File: config.mk
export PLATFORM = sky130hd
export DESIGN_NAME = double_byte_char_remapper_flat
export DESIGN_NICKNAME = d
export VERILOG_FILES = /design/src/sv/dbcr_pkg.sv /design/src/sv/dbcr_if.sv /design/src/sv/dbcr_front.sv /design/src/sv/dbcr_queue.sv /design/src/sv/dbcr_back.sv /design/src/sv/double_byte_char_remapper.sv /design/src/flat_wrapper.sv
export SDC_FILE = /design/constraint.sdc
export NUM_CORES = 2
export LEC_CHECK = 0
export BUFFER_PORTS_ARGS = -buffer_cell sky130_fd_sc_hd__clkbuf_2
export CAP_MARGIN = 30
export CORE_MARGIN = 2
export CORE_UTILIZATION = 40
export DETAILED_ROUTE_END_ITERATION = 10
export PLACE_DENSITY = 0.53
export SYNTH_ARGS = -nofsm -noshare
export SYNTH_HDL_FRONTEND = slang
export SYNTH_SLANG_ARGS = --single-unit
File: constraint.sdc
create_clock -name clk_i -period 9.2 [get_ports clk_i]
set_clock_uncertainty 0.2 [all_clocks]
set_input_delay 0.92 -clock clk_i [delete_from_list [all_inputs] [get_ports clk_i]]
set_output_delay 0.92 -clock clk_i [all_outputs]
set_load 0.05 [all_outputs]
File: src/sv/dbcr_pkg.sv
// Package for the double-byte character remapper.
// Holds the queue entry type, item kinds and configuration register indexes.
// No dependencies.
`timescale 1ns / 1ps
`default_nettype none

package dbcr_pkg;

  localparam int unsigned CfgIdxW = 2;
  localparam int unsigned QDepth  = 2;

  // Configuration register indexes.
  localparam logic [CfgIdxW-1:0] CfgBaseCode = 2'd0;
  localparam logic [CfgIdxW-1:0] CfgLeadMin  = 2'd1;

  localparam logic [7:0] BaseCodeRst = 8'd128;
  localparam logic [7:0] LeadMinRst  = 8'hA1;

  // What the back end has to do with one queued input.
  typedef enum logic [1:0] {
    KIND_SINGLE,
    KIND_TWO,
    KIND_PAIR
  } item_kind_e;

  typedef struct packed {
    item_kind_e  kind;
    logic [7:0]  b0;
    logic [7:0]  b1;
    logic        last;
  } q_entry_t;

endpackage

`default_nettype wire

File: src/sv/dbcr_if.sv
// Stream and configuration interfaces of the double-byte character remapper.
// No dependencies.
`timescale 1ns / 1ps
`default_nettype none

interface dbcr_in_if;
  logic       valid;
  logic       ready;
  logic [7:0] in_byte;
  logic       line_last;

  modport source (output valid, in_byte, line_last, input ready);
  modport sink   (input valid, in_byte, line_last, output ready);
endinterface

interface dbcr_out_if;
  logic       valid;
  logic       ready;
  logic [7:0] out_byte;
  logic       line_end;
  logic       run_last;
  logic [6:0] distinct_count;
  logic       table_overflow;

  modport source (output valid, out_byte, line_end, run_last, distinct_count, table_overflow,
                  input ready);
  modport sink   (input valid, out_byte, line_end, run_last, distinct_count, table_overflow,
                  output ready);
endinterface

interface dbcr_cfg_if;
  logic       valid;
  logic       ready;
  logic [1:0] index;
  logic [7:0] data;

  modport source (output valid, index, data, input ready);
  modport sink   (input valid, index, data, output ready);
endinterface

`default_nettype wire

File: src/sv/dbcr_front.sv
// Front end: accepts input bytes, holds a possible lead byte and classifies.
// Depends on dbcr_pkg and dbcr_in_if.
`timescale 1ns / 1ps
`default_nettype none

module dbcr_front (
  input  logic              clk_i,
  input  logic              rst_ni,
  input  logic [7:0]        lead_min_i,
  dbcr_in_if.sink           in_i,
  input  logic              q_ready_i,
  output logic              q_push_o,
  output dbcr_pkg::q_entry_t q_entry_o
);
  import dbcr_pkg::*;

  logic       held_q;
  logic [7:0] held_byte_q;
  logic       accept;
  logic       lead;
  logic       hold_new;

  assign in_i.ready = q_ready_i;
  assign accept     = in_i.valid && q_ready_i;
  assign lead       = (in_i.in_byte >= lead_min_i);
  // A lead byte that does not end its line waits for its partner.
  assign hold_new   = !held_q && lead && !in_i.line_last;
  assign q_push_o   = accept && !hold_new;

  always_comb begin
    q_entry_o.b1   = in_i.in_byte;
    q_entry_o.last = in_i.line_last;
    if (held_q) begin
      q_entry_o.kind = lead ? KIND_PAIR : KIND_TWO;
      q_entry_o.b0   = held_byte_q;
    end else begin
      q_entry_o.kind = KIND_SINGLE;
      q_entry_o.b0   = in_i.in_byte;
    end
  end

  always_ff @(posedge clk_i or negedge rst_ni) begin
    if (!rst_ni) begin
      held_q      <= 1'b0;
      held_byte_q <= '0;
    end else if (accept) begin
      held_q <= hold_new;
      if (hold_new) begin
        held_byte_q <= in_i.in_byte;
      end
    end
  end

endmodule

`default_nettype wire

File: src/sv/dbcr_queue.sv
// Short queue between the front and the back end.
// Depends on dbcr_pkg.
`timescale 1ns / 1ps
`default_nettype none

module dbcr_queue (
  input  logic               clk_i,
  input  logic               rst_ni,
  input  logic               push_i,
  input  dbcr_pkg::q_entry_t entry_i,
  output logic               ready_o,
  output logic               valid_o,
  output dbcr_pkg::q_entry_t head_o,
  input  logic               pop_i
);
  import dbcr_pkg::*;

  localparam int unsigned PtrW = (QDepth > 1) ? $clog2(QDepth) : 1;
  localparam int unsigned CntW = $clog2(QDepth + 1);

  q_entry_t            mem_q [QDepth];
  logic [PtrW-1:0]     wr_ptr_q;
  logic [PtrW-1:0]     rd_ptr_q;
  logic [CntW-1:0]     count_q;

  assign ready_o = (count_q != CntW'(QDepth));
  assign valid_o = (count_q != '0);
  assign head_o  = mem_q[rd_ptr_q];

  always_ff @(posedge clk_i) begin
    if (push_i) begin
      mem_q[wr_ptr_q] <= entry_i;
    end
  end

  always_ff @(posedge clk_i or negedge rst_ni) begin
    if (!rst_ni) begin
      wr_ptr_q <= '0;
      rd_ptr_q <= '0;
      count_q  <= '0;
    end else begin
      if (push_i) begin
        wr_ptr_q <= wr_ptr_q + 1'b1;
      end
      if (pop_i) begin
        rd_ptr_q <= rd_ptr_q + 1'b1;
      end
      if (push_i && !pop_i) begin
        count_q <= count_q + 1'b1;
      end else if (pop_i && !push_i) begin
        count_q <= count_q - 1'b1;
      end
    end
  end

endmodule

`default_nettype wire

File: src/sv/dbcr_back.sv
// Back end: character table lookup, code assignment and the output register.
// Depends on dbcr_pkg and dbcr_out_if.
`timescale 1ns / 1ps
`default_nettype none

module dbcr_back #(
  parameter int unsigned TABLE_ENTRIES = 64
) (
  input  logic               clk_i,
  input  logic               rst_ni,
  input  logic [7:0]         base_code_i,
  input  logic               q_valid_i,
  input  dbcr_pkg::q_entry_t q_head_i,
  output logic               q_pop_o,
  dbcr_out_if.source         out_o
);
  import dbcr_pkg::*;

  localparam int unsigned IdxW = (TABLE_ENTRIES > 1) ? $clog2(TABLE_ENTRIES) : 1;
  localparam int unsigned CntW = $clog2(TABLE_ENTRIES + 1);

  typedef enum logic [1:0] {
    S_IDLE,
    S_RESOLVE,
    S_EMIT
  } state_e;

  state_e                  state_q;
  logic [7:0]              w_b0_q;
  logic [7:0]              w_b1_q;
  logic                    w_last_q;
  logic                    w_two_q;
  logic                    slot_q;
  logic [CntW-1:0]         count_q;
  logic                    ovf_q;

  logic                    out_valid_q;
  logic [7:0]              out_byte_q;
  logic                    out_end_q;
  logic                    out_last_q;
  logic [6:0]              out_cnt_q;
  logic                    out_ovf_q;

  // Table cells: each compares its own entry against the broadcast key.
  logic [15:0]             cell_q [TABLE_ENTRIES];
  logic [TABLE_ENTRIES-1:0] match_d;
  logic [TABLE_ENTRIES-1:0] match_q;

  logic                    out_load_ok;
  logic                    emit_fire;
  logic                    emit_final;
  logic [15:0]             head_key;
  logic                    hit;
  logic [IdxW-1:0]         hit_idx;
  logic                    table_full;
  logic                    store_new;
  logic [IdxW-1:0]         slot_idx;
  logic [9:0]              code_base;
  logic                    map_ok;
  logic [7:0]              code0;
  logic [7:0]              cnt8;
  logic [6:0]              cnt_sat;

  assign out_load_ok = !out_valid_q || out_o.ready;
  assign emit_fire   = (state_q == S_EMIT) && out_load_ok;
  assign emit_final  = emit_fire && (!w_two_q || slot_q);
  assign q_pop_o     = q_valid_i && ((state_q == S_IDLE) || emit_final);
  assign head_key    = {q_head_i.b0, q_head_i.b1};

  always_comb begin
    for (int i = 0; i < TABLE_ENTRIES; i++) begin
      match_d[i] = (CntW'(i) < count_q) && (cell_q[i] == head_key);
    end
  end

  // Stored characters are distinct, so at most one cell matches.
  always_comb begin
    hit_idx = '0;
    for (int i = 0; i < TABLE_ENTRIES; i++) begin
      if (match_q[i]) begin
        hit_idx = hit_idx | IdxW'(i);
      end
    end
  end

  assign hit        = |match_q;
  assign table_full = (count_q == CntW'(TABLE_ENTRIES));
  assign store_new  = !hit && !table_full;
  assign slot_idx   = hit ? hit_idx : count_q[IdxW-1:0];
  assign code_base  = 10'(base_code_i) + 10'({slot_idx, 1'b0});
  // The second code must still fit in a byte.
  assign map_ok     = (hit || store_new) && (code_base < 10'd255);
  assign code0      = code_base[7:0];

  assign cnt8    = 8'(count_q);
  assign cnt_sat = (cnt8 > 8'd127) ? 7'd127 : cnt8[6:0];

  assign out_o.valid          = out_valid_q;
  assign out_o.out_byte       = out_byte_q;
  assign out_o.line_end       = out_end_q;
  assign out_o.run_last       = out_last_q;
  assign out_o.distinct_count = out_cnt_q;
  assign out_o.table_overflow = out_ovf_q;

  always_ff @(posedge clk_i) begin
    if ((state_q == S_RESOLVE) && store_new) begin
      cell_q[count_q[IdxW-1:0]] <= {w_b0_q, w_b1_q};
    end
    if (q_pop_o) begin
      match_q <= match_d;
    end
  end

  always_ff @(posedge clk_i or negedge rst_ni) begin
    if (!rst_ni) begin
      state_q     <= S_IDLE;
      w_b0_q      <= '0;
      w_b1_q      <= '0;
      w_last_q    <= 1'b0;
      w_two_q     <= 1'b0;
      slot_q      <= 1'b0;
      count_q     <= '0;
      ovf_q       <= 1'b0;
      out_valid_q <= 1'b0;
      out_byte_q  <= '0;
      out_end_q   <= 1'b0;
      out_last_q  <= 1'b0;
      out_cnt_q   <= '0;
      out_ovf_q   <= 1'b0;
    end else begin
      if (out_load_ok) begin
        out_valid_q <= (state_q == S_EMIT);
      end
      if (emit_fire) begin
        out_byte_q <= (w_two_q && slot_q) ? w_b1_q : w_b0_q;
        out_end_q  <= (!w_two_q || slot_q) && w_last_q;
        out_last_q <= !w_two_q || slot_q;
        out_cnt_q  <= cnt_sat;
        out_ovf_q  <= ovf_q;
      end

      // A new entry starts on its first byte; otherwise an emitted byte moves on.
      if (q_pop_o) begin
        slot_q <= 1'b0;
      end else if (emit_fire) begin
        slot_q <= 1'b1;
      end

      case (state_q)
        S_RESOLVE: begin
          if (store_new) begin
            count_q <= count_q + 1'b1;
          end
          if (map_ok) begin
            w_b0_q <= code0;
            w_b1_q <= code0 + 8'd1;
          end else begin
            ovf_q <= 1'b1;
          end
          state_q <= S_EMIT;
        end
        S_IDLE, S_EMIT: begin
          if (q_pop_o) begin
            w_b0_q   <= q_head_i.b0;
            w_b1_q   <= q_head_i.b1;
            w_last_q <= q_head_i.last;
            w_two_q  <= (q_head_i.kind != KIND_SINGLE);
            state_q  <= (q_head_i.kind == KIND_PAIR) ? S_RESOLVE : S_EMIT;
          end else if (emit_final) begin
            state_q <= S_IDLE;
          end
        end
        default: begin
          state_q <= S_IDLE;
        end
      endcase
    end
  end

endmodule

`default_nettype wire

File: src/sv/double_byte_char_remapper.sv
// Top level of the double-byte character remapper: configuration registers
// and the front end, queue and back end. Depends on dbcr_pkg, dbcr_if,
// dbcr_front, dbcr_queue and dbcr_back.
//
// Usage: bytes of text enter on in_i, each with line_last marking the end of
// its line. Two adjacent lead bytes of one line form a character that is
// looked up in a table of distinct characters and replaced by the codes
// base_code+2k and base_code+2k+1. Every other byte passes through. Each
// transfer on out_o carries one byte with the table count and the sticky
// overflow flag; run_last marks the last byte caused by one input transfer.
// cfg_i writes base_code (index 0) and lead_min (index 1); other indexes are
// ignored. It is always ready; the user must write it only while the block
// is idle, as the block does not enforce this. A pair also passes the table
// lookup, which compares the key against all stored cells as the entry
// leaves the queue, registers the matches and resolves the slot from them.
// Throughput: one input transfer per cycle for plain bytes while out_o does
// not stall; a pair holds the back end in RESOLVE and in EMIT for each byte.
// Reset clears the held byte, the queue, the table count, the overflow flag
// and the output register; table contents are only read once written.
// When out_o stalls, the output register holds its transfer, the back end
// waits and the two-entry queue fills before in_i drops ready.
`timescale 1ns / 1ps
`default_nettype none

module double_byte_char_remapper #(
  parameter int unsigned TABLE_ENTRIES = 64
) (
  input  logic         clk_i,
  input  logic         rst_ni,
  dbcr_in_if.sink      in_i,
  dbcr_out_if.source   out_o,
  dbcr_cfg_if.sink     cfg_i
);
  import dbcr_pkg::*;

  logic [7:0] base_code_q;
  logic [7:0] lead_min_q;

  logic       q_push;
  logic       q_ready;
  logic       q_valid;
  logic       q_pop;
  q_entry_t   q_entry;
  q_entry_t   q_head;

  // The configuration port never stalls.
  assign cfg_i.ready = 1'b1;

  always_ff @(posedge clk_i or negedge rst_ni) begin
    if (!rst_ni) begin
      base_code_q <= BaseCodeRst;
      lead_min_q  <= LeadMinRst;
    end else if (cfg_i.valid) begin
      case (cfg_i.index)
        CfgBaseCode: base_code_q <= cfg_i.data;
        CfgLeadMin:  lead_min_q  <= cfg_i.data;
        default: begin
        end
      endcase
    end
  end

  // The front end holds a lone lead byte and queues one entry per input
  // that produces results.
  dbcr_front u_front (
    .clk_i      (clk_i),
    .rst_ni     (rst_ni),
    .lead_min_i (lead_min_q),
    .in_i       (in_i),
    .q_ready_i  (q_ready),
    .q_push_o   (q_push),
    .q_entry_o  (q_entry)
  );

  dbcr_queue u_queue (
    .clk_i   (clk_i),
    .rst_ni  (rst_ni),
    .push_i  (q_push),
    .entry_i (q_entry),
    .ready_o (q_ready),
    .valid_o (q_valid),
    .head_o  (q_head),
    .pop_i   (q_pop)
  );

  // The back end owns the character table and the output register.
  dbcr_back #(
    .TABLE_ENTRIES (TABLE_ENTRIES)
  ) u_back (
    .clk_i       (clk_i),
    .rst_ni      (rst_ni),
    .base_code_i (base_code_q),
    .q_valid_i   (q_valid),
    .q_head_i    (q_head),
    .q_pop_o     (q_pop),
    .out_o       (out_o)
  );

endmodule

`default_nettype wire

File: src/flat_wrapper.sv
// flat-port wrapper written by rule: the top's interface ports become plain ports
module double_byte_char_remapper_flat import dbcr_pkg::*;
#(
  parameter int unsigned TABLE_ENTRIES = 64
)
  (clk_i, rst_ni, in_i_valid, in_i_in_byte, in_i_line_last, in_i_ready, out_o_valid, out_o_out_byte, out_o_line_end, out_o_run_last, out_o_distinct_count, out_o_table_overflow, out_o_ready, cfg_i_valid, cfg_i_index, cfg_i_data, cfg_i_ready);
  dbcr_in_if in_i_i ();
  dbcr_out_if out_o_i ();
  dbcr_cfg_if cfg_i_i ();
  input  logic clk_i;
  input  logic rst_ni;
  input wire logic [$bits(in_i_i.valid)-1:0] in_i_valid;
  input wire logic [$bits(in_i_i.in_byte)-1:0] in_i_in_byte;
  input wire logic [$bits(in_i_i.line_last)-1:0] in_i_line_last;
  output wire logic [$bits(in_i_i.ready)-1:0] in_i_ready;
  output wire logic [$bits(out_o_i.valid)-1:0] out_o_valid;
  output wire logic [$bits(out_o_i.out_byte)-1:0] out_o_out_byte;
  output wire logic [$bits(out_o_i.line_end)-1:0] out_o_line_end;
  output wire logic [$bits(out_o_i.run_last)-1:0] out_o_run_last;
  output wire logic [$bits(out_o_i.distinct_count)-1:0] out_o_distinct_count;
  output wire logic [$bits(out_o_i.table_overflow)-1:0] out_o_table_overflow;
  input wire logic [$bits(out_o_i.ready)-1:0] out_o_ready;
  input wire logic [$bits(cfg_i_i.valid)-1:0] cfg_i_valid;
  input wire logic [$bits(cfg_i_i.index)-1:0] cfg_i_index;
  input wire logic [$bits(cfg_i_i.data)-1:0] cfg_i_data;
  output wire logic [$bits(cfg_i_i.ready)-1:0] cfg_i_ready;
  assign in_i_i.valid = in_i_valid;
  assign in_i_i.in_byte = in_i_in_byte;
  assign in_i_i.line_last = in_i_line_last;
  assign in_i_ready = in_i_i.ready;
  assign out_o_valid = out_o_i.valid;
  assign out_o_out_byte = out_o_i.out_byte;
  assign out_o_line_end = out_o_i.line_end;
  assign out_o_run_last = out_o_i.run_last;
  assign out_o_distinct_count = out_o_i.distinct_count;
  assign out_o_table_overflow = out_o_i.table_overflow;
  assign out_o_i.ready = out_o_ready;
  assign cfg_i_i.valid = cfg_i_valid;
  assign cfg_i_i.index = cfg_i_index;
  assign cfg_i_i.data = cfg_i_data;
  assign cfg_i_ready = cfg_i_i.ready;
  double_byte_char_remapper #(.TABLE_ENTRIES(TABLE_ENTRIES)) u_core (.clk_i(clk_i), .rst_ni(rst_ni), .in_i(in_i_i), .out_o(out_o_i), .cfg_i(cfg_i_i));
endmodule
# [Word-level counts from Yosys, hierarchy flattened]
# Memory sizes are Yosys's and may differ from the RTL's.
# Index checks and enable logic that the tools add are counted.
[totals] register_bits=141 latch_bits=0 ram_bits=1062 mem_bits_ro=0 in_bits=24 out_inout_bits=21 word_cells=392 n_memories=2
[classes] addsub=7 mul=0 n_div=0 order_cmp=67 n_eq_ne=78 shift=0 muxes=109 bitwise_logic=0 reduce_logical=107
[mem_list] memory="u_core.u_back.cell_q" depth=64 width=16 read_ports=64 rd_clocked_by_memory_dff=0 write_ports=1 line_no="dbcr_back.sv:45" source="logic [15:0] cell_q [TABLE_ENTRIES];"
[mem_list] memory="u_core.u_queue.mem_q" depth=2 width=19 read_ports=1 rd_clocked_by_memory_dff=0 write_ports=1 line_no="dbcr_queue.sv:21" source="q_entry_t mem_q [QDepth];"
[ops] op="$eq A16 B16 Y1" n=64
[ops] op="$lt A6 B7 Y1 const A" n=32
[ops] op="$mux W6" n=33
[ops] op="$mux W8" n=15
[ops] op="$lt A5 B7 Y1 const A" n=16
[ops] op="$mux W5" n=16
[ops] op="$logic_and A1 B1 Y1" n=78
[ops] op="$reduce_or A64 Y1" n=1
[ops] op="$lt A4 B7 Y1 const A" n=8
[ops] op="$mux W4" n=8
[ops] op="$pmux W8 S2" n=2
[ops] op="$lt A3 B7 Y1 const A" n=4
[ops] op="$mux W2" n=12
[ops] op="$mux W7" n=3
[ops] op="$lt A1 B7 Y1 const A" n=2
[ops] op="$lt A2 B7 Y1 const A" n=2
[ops] op="$mux W1" n=14
[ops] op="$mux W3" n=4
[ops] op="$reduce_and A2 Y1" n=6
[ops] op="$mux W10" n=1
[ops] op="$reduce_bool A2 Y1" n=5
[ops] op="$add A8 B7 Y9" n=1
[ops] op="$logic_not A1 Y1" n=9
[ops] op="$lt A9 B8 Y1 const B" n=1
[ops] op="18 further kinds" n=31

# [Logic depth before layout (Yosys ltp)]
[depth] ltp_word=70 mapped_depth=16 depth_no_buf=15

# [Cells and area by module]
# From an unflattened synthesis, not the netlist that was laid out.
[hier_totals] hier_cells=3259 area_unflattened_um2=51080.2
[modules_own_cells] mod="dbcr_back" instances=1 cells_each=3076 area_per_inst_um2=48069.9 seq_area_each_um2=33872.5
[modules_own_cells] mod="dbcr_queue" instances=1 cells_each=75 area_per_inst_um2=1637.8 seq_area_each_um2=1241.2
[modules_own_cells] mod="dbcr_front" instances=1 cells_each=72 area_per_inst_um2=745.7 seq_area_each_um2=225.2
[modules_own_cells] mod="double_byte_char_remapper" instances=1 cells_each=36 area_per_inst_um2=626.9 seq_area_each_um2=405.4

# [Worst setup path after synthesis]
# Ideal clock, no wire load.
[synth_timing] kind="register to register" startpoint="register u_core.u_back.match_q[61]" endpoint="register u_core.u_back.w_b0_q[0]" setup_time_ns=0.127 t_arrival_ns=4.196 required_time_ns=8.873 slack_ns=4.677 path_stages_with_launch=15 n_path_buf=1 synth_period_minus_slack_ns=4.523 path_cell_list="edfxtp_1 or4_4 or4_4 and2b_1 nand2_1 o2111ai_1 ha_1 a211oi_1 nor2_1 xor2_1 and4_1 a221o_2 o21ai_4 buf_6 mux2_4"
[synth_via] elab_chain_cells=9 elab_cells_between_ends=13 classes_between="add/sub: 1; order compare: 1; eq/ne: 1; mux: 4; reduce/logical: 6"
[synth_lines] item="start: declaration" line_no="dbcr_back.sv:47" source="logic [TABLE_ENTRIES-1:0] match_q;"
[synth_lines] item="start signal: assignment" line_no="dbcr_back.sv:110" source="match_q <= match_d;"
[synth_lines] item="$mux W6 (3 in a row)" line_no="dbcr_back.sv:80" source="if (match_q[i]) begin"
[synth_lines] item="$mux W6" line_no="dbcr_back.sv:89" source="assign slot_idx = hit ? hit_idx : count_q[IdxW-1:0];"
[synth_lines] item="$add A8 B7 Y9" line_no="dbcr_back.sv:90" source="assign code_base = 10'(base_code_i) + 10'({slot_idx, 1'b0});"
[synth_lines] item="$lt A9 B8 Y1" line_no="dbcr_back.sv:92" source="assign map_ok = (hit || store_new) && (code_base < 10'd255);"
[synth_lines] item="$logic_and A1 B1 Y1 *" line_no="dbcr_back.sv:92"
[synth_lines] item="$ne A2 B2 Y1 (no source line) *"
[synth_lines] item="$reduce_and A3 Y1 (no source line) *"
[synth_lines] item="end signal: assignment" line_no="dbcr_back.sv:155" source="w_b0_q <= code0;"
[synth_lines] item="end signal: assignment" line_no="dbcr_back.sv:164" source="w_b0_q <= q_head_i.b0;"
[synth_lines] item="end: declaration" line_no="dbcr_back.sv:29" source="logic [7:0] w_b0_q;"
# Mark *: on every way between the ends. The rest lies on a longest branch, timed or not.
# A chain may end at the register's enable or synchronous reset.

# [Worst setup path in the final report]
[layout_timing] startpoint="register u_core.u_back.match_q[61]" endpoint="register u_core.u_back.w_b1_q[4]"
[layout_via] elab_chain_cells=9 elab_cells_between_ends=17 classes_between="add/sub: 2; order compare: 1; eq/ne: 1; mux: 7; reduce/logical: 6"
[layout_lines] item="$mux W6 (3 in a row)" line_no="dbcr_back.sv:80"
[layout_lines] item="$mux W6" line_no="dbcr_back.sv:89"
[layout_lines] item="$add A8 B7 Y9" line_no="dbcr_back.sv:90"
[layout_lines] item="$add A8 B1 Y8 or $lt A9 B8 Y1 (tied branches)" line_no="dbcr_back.sv:156, dbcr_back.sv:92"
[layout_lines] item="$mux W8 or $logic_and A1 B1 Y1 (tied branches)" line_no="dbcr_back.sv:154, dbcr_back.sv:92"
[layout_lines] item="$mux W8 or $ne A2 B2 Y1 (tied branches)"
[layout_lines] item="$pmux W8 S2 or $reduce_and A3 Y1 (tied branches)"
[layout_lines] item="end signal: assignment" line_no="dbcr_back.sv:156" source="w_b1_q <= code0 + 8'd1;"
[layout_lines] item="end signal: assignment" line_no="dbcr_back.sv:165" source="w_b1_q <= q_head_i.b1;"
[layout_lines] item="end: declaration" line_no="dbcr_back.sv:30" source="logic [7:0] w_b1_q;"
# Several ways; a longest one is shown, not always the timed one. The select of a mux whose other input is x is not followed.

==> impl_metrics.tcl <==
set metrics [dict create \
    synth_top_area_frac 0.664 \
    synth_commonest_cells "1126 x edfxtp_1, 704 x xnor2_1, 340 x xor2_1" \
    ys_types 60 \
    layout.nets 3454 \
    worst_pin_slew_ns 1.15 \
    cts_made_buffers 134 \
    grtUsageTotal 0.238 \
    synth_edf_count 1126 \
    synth_most_common_cell "edfxtp_1" \
    tns_ns 0 \
    pwr-share-clk 0.277 \
    initial_core_util 0.404 \
    p_sw_mw 6.76 \
    crit_arrival_ns 5.68 \
    grt-ovfl-total 0 \
    async_flop_share 0.0640 \
    drt_pass1_iterations 7 \
    tritoncts "yes" \
    antenna_found_initial 8 \
    postCtsSetupRepairBufs 0 \
    cp_slowest_stage_delay_ns 0.56 \
    drt-initial-drc-count 3111 \
    die-area_um2 130000 \
    vdd_drop_max_uv 395 \
    dpl.hpwl_um 81100 \
    critPathRequiredTime_ns 9.61 \
    outcome "finished clean" \
    p_sw_frac 0.362 \
    worstSetupStartpoint "u_core.u_back.match_q[61]" \
    cp_common_cell "or4_4" \
    portBuffers 43 \
    cts_resized 0 \
    synth-main-ff-cell "edfxtp_1" \
    layout_min_cycle_time_ns 5.27 \
    seq_power_share 0.430 \
    layoutNonFillerInstCount 5173 \
    cts.sink_count 1203 \
    fill_cells 10800 \
    internal-power_mw 11.9 \
    die_w_um 361 \
    io_pins 45 \
    drc 0 \
    syn-num-nets 3268 \
    vias 28600 \
    synthTopCellsByArea "edfxtp_1 66%, xnor2_1 12%, xor2_1 5.8%" \
    htreeDepth 4 \
    wire_per_inst_um 30.1 \
    r2r_start "u_core.u_back.match_q[61]" \
    area.growth.synth_to_final_pct 14.7 \
    critPathLaunchType "flip-flop" \
    max_freq_ghz 0.190 \
    yosysSeqAreaShare 0.702 \
    path_cells "or4_4 -> or4_4 -> and2b_1 -> nand2_1 -> o2111ai_1 -> ha_1 -> a211oi_1 -> nor2_1 -> xor2_1 -> and4_1 -> a221o_2 -> o21ai_4 -> mux2_2" \
    setup_violations 0 \
    viasPerCell 5.53 \
    cts-root-buf "clkbuf_16" \
    ff2ff_setup_slack_ns 3.93 \
    rows 130 \
    slew_headroom 0.229 \
    r2r-end "u_core.u_back.w_b1_q[4]" \
    worst-path-max-fanout 16 \
    grt_max_degree 70 \
    power_mw 18.7 \
    core_um2 126000 \
    postSynthCellCount 3224 \
    critPathKind "reg -> reg" \
    report.final.slew_viol_count 0 \
    setup.worst_path.end "u_core.u_back.w_b1_q[4]" \
    place.gp.congestion 0.862 \
    grt_pass1_vias 28800 \
    p_leak_nw 18.5 \
    synth_area_um2 50900 \
    hold_class "in -> reg" \
    power_frac_comb 0.293 \
    clock_latency_ns 0.74 \
    crit_slowest_cell "or4_4" \
    period_share 0.573 \
    rsz0062_at_grt "no" \
    r2r_cells 13 \
    wirelength_um 156000 \
    cp-end-kind "flip-flop" \
    drive_gt1_frac 0.135 \
    finalHoldViolCount 0 \
    clk_path_buf_depth 3 \
    grt_pass1_wl_um 219000 \
    dieHeight_um 361 \
    synth_top_area_cell "edfxtp_1" \
    clk_pin_slew_ns 0.05 \
    ys_warn_count 0 \
    ant_nets 0 \
    min_path_cells 1 \
    cap_viol_max_count 0 \
    ys_seq_elements 1203 \
    placed_cells 4922 \
    synth.avg_cell_area_um2 15.8 \
    powerDensity_nw_per_um2 320 \
]
-- sequential cells by signal (all words and copies together) (netlist names), 2 cells and up --
register,cells
u_core.u_back.cell_q,1024
u_core.u_back.match_q,64
u_core.u_queue.mem_q,38
u_core.base_code_q,8
u_core.lead_min_q,8
u_core.u_back.out_o.out_byte,8
u_core.u_back.w_b0_q,8
u_core.u_back.w_b1_q,8
u_core.u_front.held_byte_q,8
u_core.u_back.count_q,7
u_core.u_back.out_o.distinct_count,7
u_core.u_back.state_q,2
u_core.u_queue.count_q,2
-- worst min-delay path by stage --
stage                                         start                              end  slack (ns)
CTS                                 in_i_in_byte[0]       u_core.u_queue.mem_q[1][1]        0.17
detailed placement  u_core.u_back.out_o.out_byte[3]  u_core.u_back.out_o.out_byte[3]        0.27
global route                        in_i_in_byte[0]       u_core.u_queue.mem_q[0][1]        0.20
finish                              in_i_in_byte[0]       u_core.u_queue.mem_q[1][1]        0.23
floorplan                       u_core.u_back.ovf_q              u_core.u_back.ovf_q        0.24
global placement    u_core.u_back.out_o.out_byte[3]  u_core.u_back.out_o.out_byte[3]        0.27
-- cell usage in the layout (no fill, tap or decap), types with 6 or more instances in the layout --
master	Yosys	final
nand2b_1	7	7
inv_6	0	6
nand4_1	98	98
nor2_1	102	101
xor2_1	340	340
buf_6	2	22
dfrtp_1	73	56
ha_1	19	19
inv_1	23	22
o21ai_0	35	34
buf_4	1	113
mux2i_4	0	16
or4_1	8	8
nor3_1	34	32
a211oi_1	12	12
edfxtp_1	1126	1126
clkbuf_2	0	42
bufinv_16	0	7
mux2_4	9	9
clkinv_2	0	16
buf_12	0	12
clkbuf_1	24	40
mux2i_1	37	21
dfrtp_4	0	16
a21oi_1	26	25
a2111oi_0	17	17
nor4_1	205	202
nand2_1	48	48
clkbuf_16	0	141
mux2_2	40	40
xnor2_1	704	704
clkinv_1	0	31
nand3_1	56	56
-- layer usage --
metal / up-vias / routed length, um / GRT usage / share of wire
met2: 1082 / 74300 / 0.395 / 0.48
met5: - / 27 / 0 / 0.00017
met4: 4 / 3120 / 0.0571 / 0.020
met3: 189 / 10800 / 0.0336 / 0.069
met1: 15100 / 67600 / 0.332 / 0.43
li1: 12300 / - / - / -
-- critical path, delay by kind of cell (launching register included) --
kind / cells / cell delay [ns]
AOI/OAI and AO/OA: 4 / 1.70
and+or+nand+nor: 6 / 1.90
xor gates and xnor gates: 1 / 0.22
adders and majority gates: 1 / 0.31
muxes: 1 / 0.41
DFF: 1 / 0.40
-- power by group through the flow --
| stage | registers, mW | clock network (mW) | logic (mW) |
|---|---|---|---|
| after floorplan | 7.77 | 0 | 3.20 |
| after global placement | 8.11 | 0 | 5.45 |
| after detailed placement | 8.12 | 0 | 5.51 |
| after CTS | 8.01 | 5.24 | 5.53 |
| after global routing | 8.05 | 5.48 | 5.83 |
| final | 8.02 | 5.17 | 5.48 |
-- repair_timing --
| item | 4_1_cts | 5_1_grt |
|---|---|---|
| setup endpoints to repair | 0 | 0 |
| hold endpoints to repair | 8 | 0 |
| hold buffers | 1 | 0 |
-- through the flow --
step                      setup WS [ns]   util  hold WS, ns  cell area (um^2)
final                              3.93  0.464        0.229             58400
after global routing               3.69  0.464        0.201             58400
after CTS                          3.95  0.464        0.174             58400
after detailed placement           3.97  0.430        0.271             54200
after global placement             4.10  0.427        0.270             53800
after floorplan                    4.68      -        0.237             50900
-- final cells by class --
type / count / area, um^2 / area share
Antenna cell: 2 / 5.00 / 0.0000857
Tap cell: 1650 / 2060 / 0.0353
Multi-Input combinational cell: 1852 / 14600 / 0.250
Timing Repair Buffer: 196 / 1610 / 0.0275
Clock inverter: 63 / 519 / 0.00889
Clock buffer: 184 / 3720 / 0.0637
Inverter: 23 / 87.6 / 0.00150
Sequential cell: 1203 / 35800 / 0.613
-- cells by family after synthesis --
group / after synthesis / synth area share
xor+xnor: 1044 / 0.180
buf+inv: 169 / 0.0156
fa+ha+maj: 20 / 0.00506
other cells: 1 / 0.0000737
flops: 1203 / 0.702
compound gates: 117 / 0.0154
simple gates: 584 / 0.0633
mux: 86 / 0.0188
No activity file was read; power rests on OpenSTA's default activity.
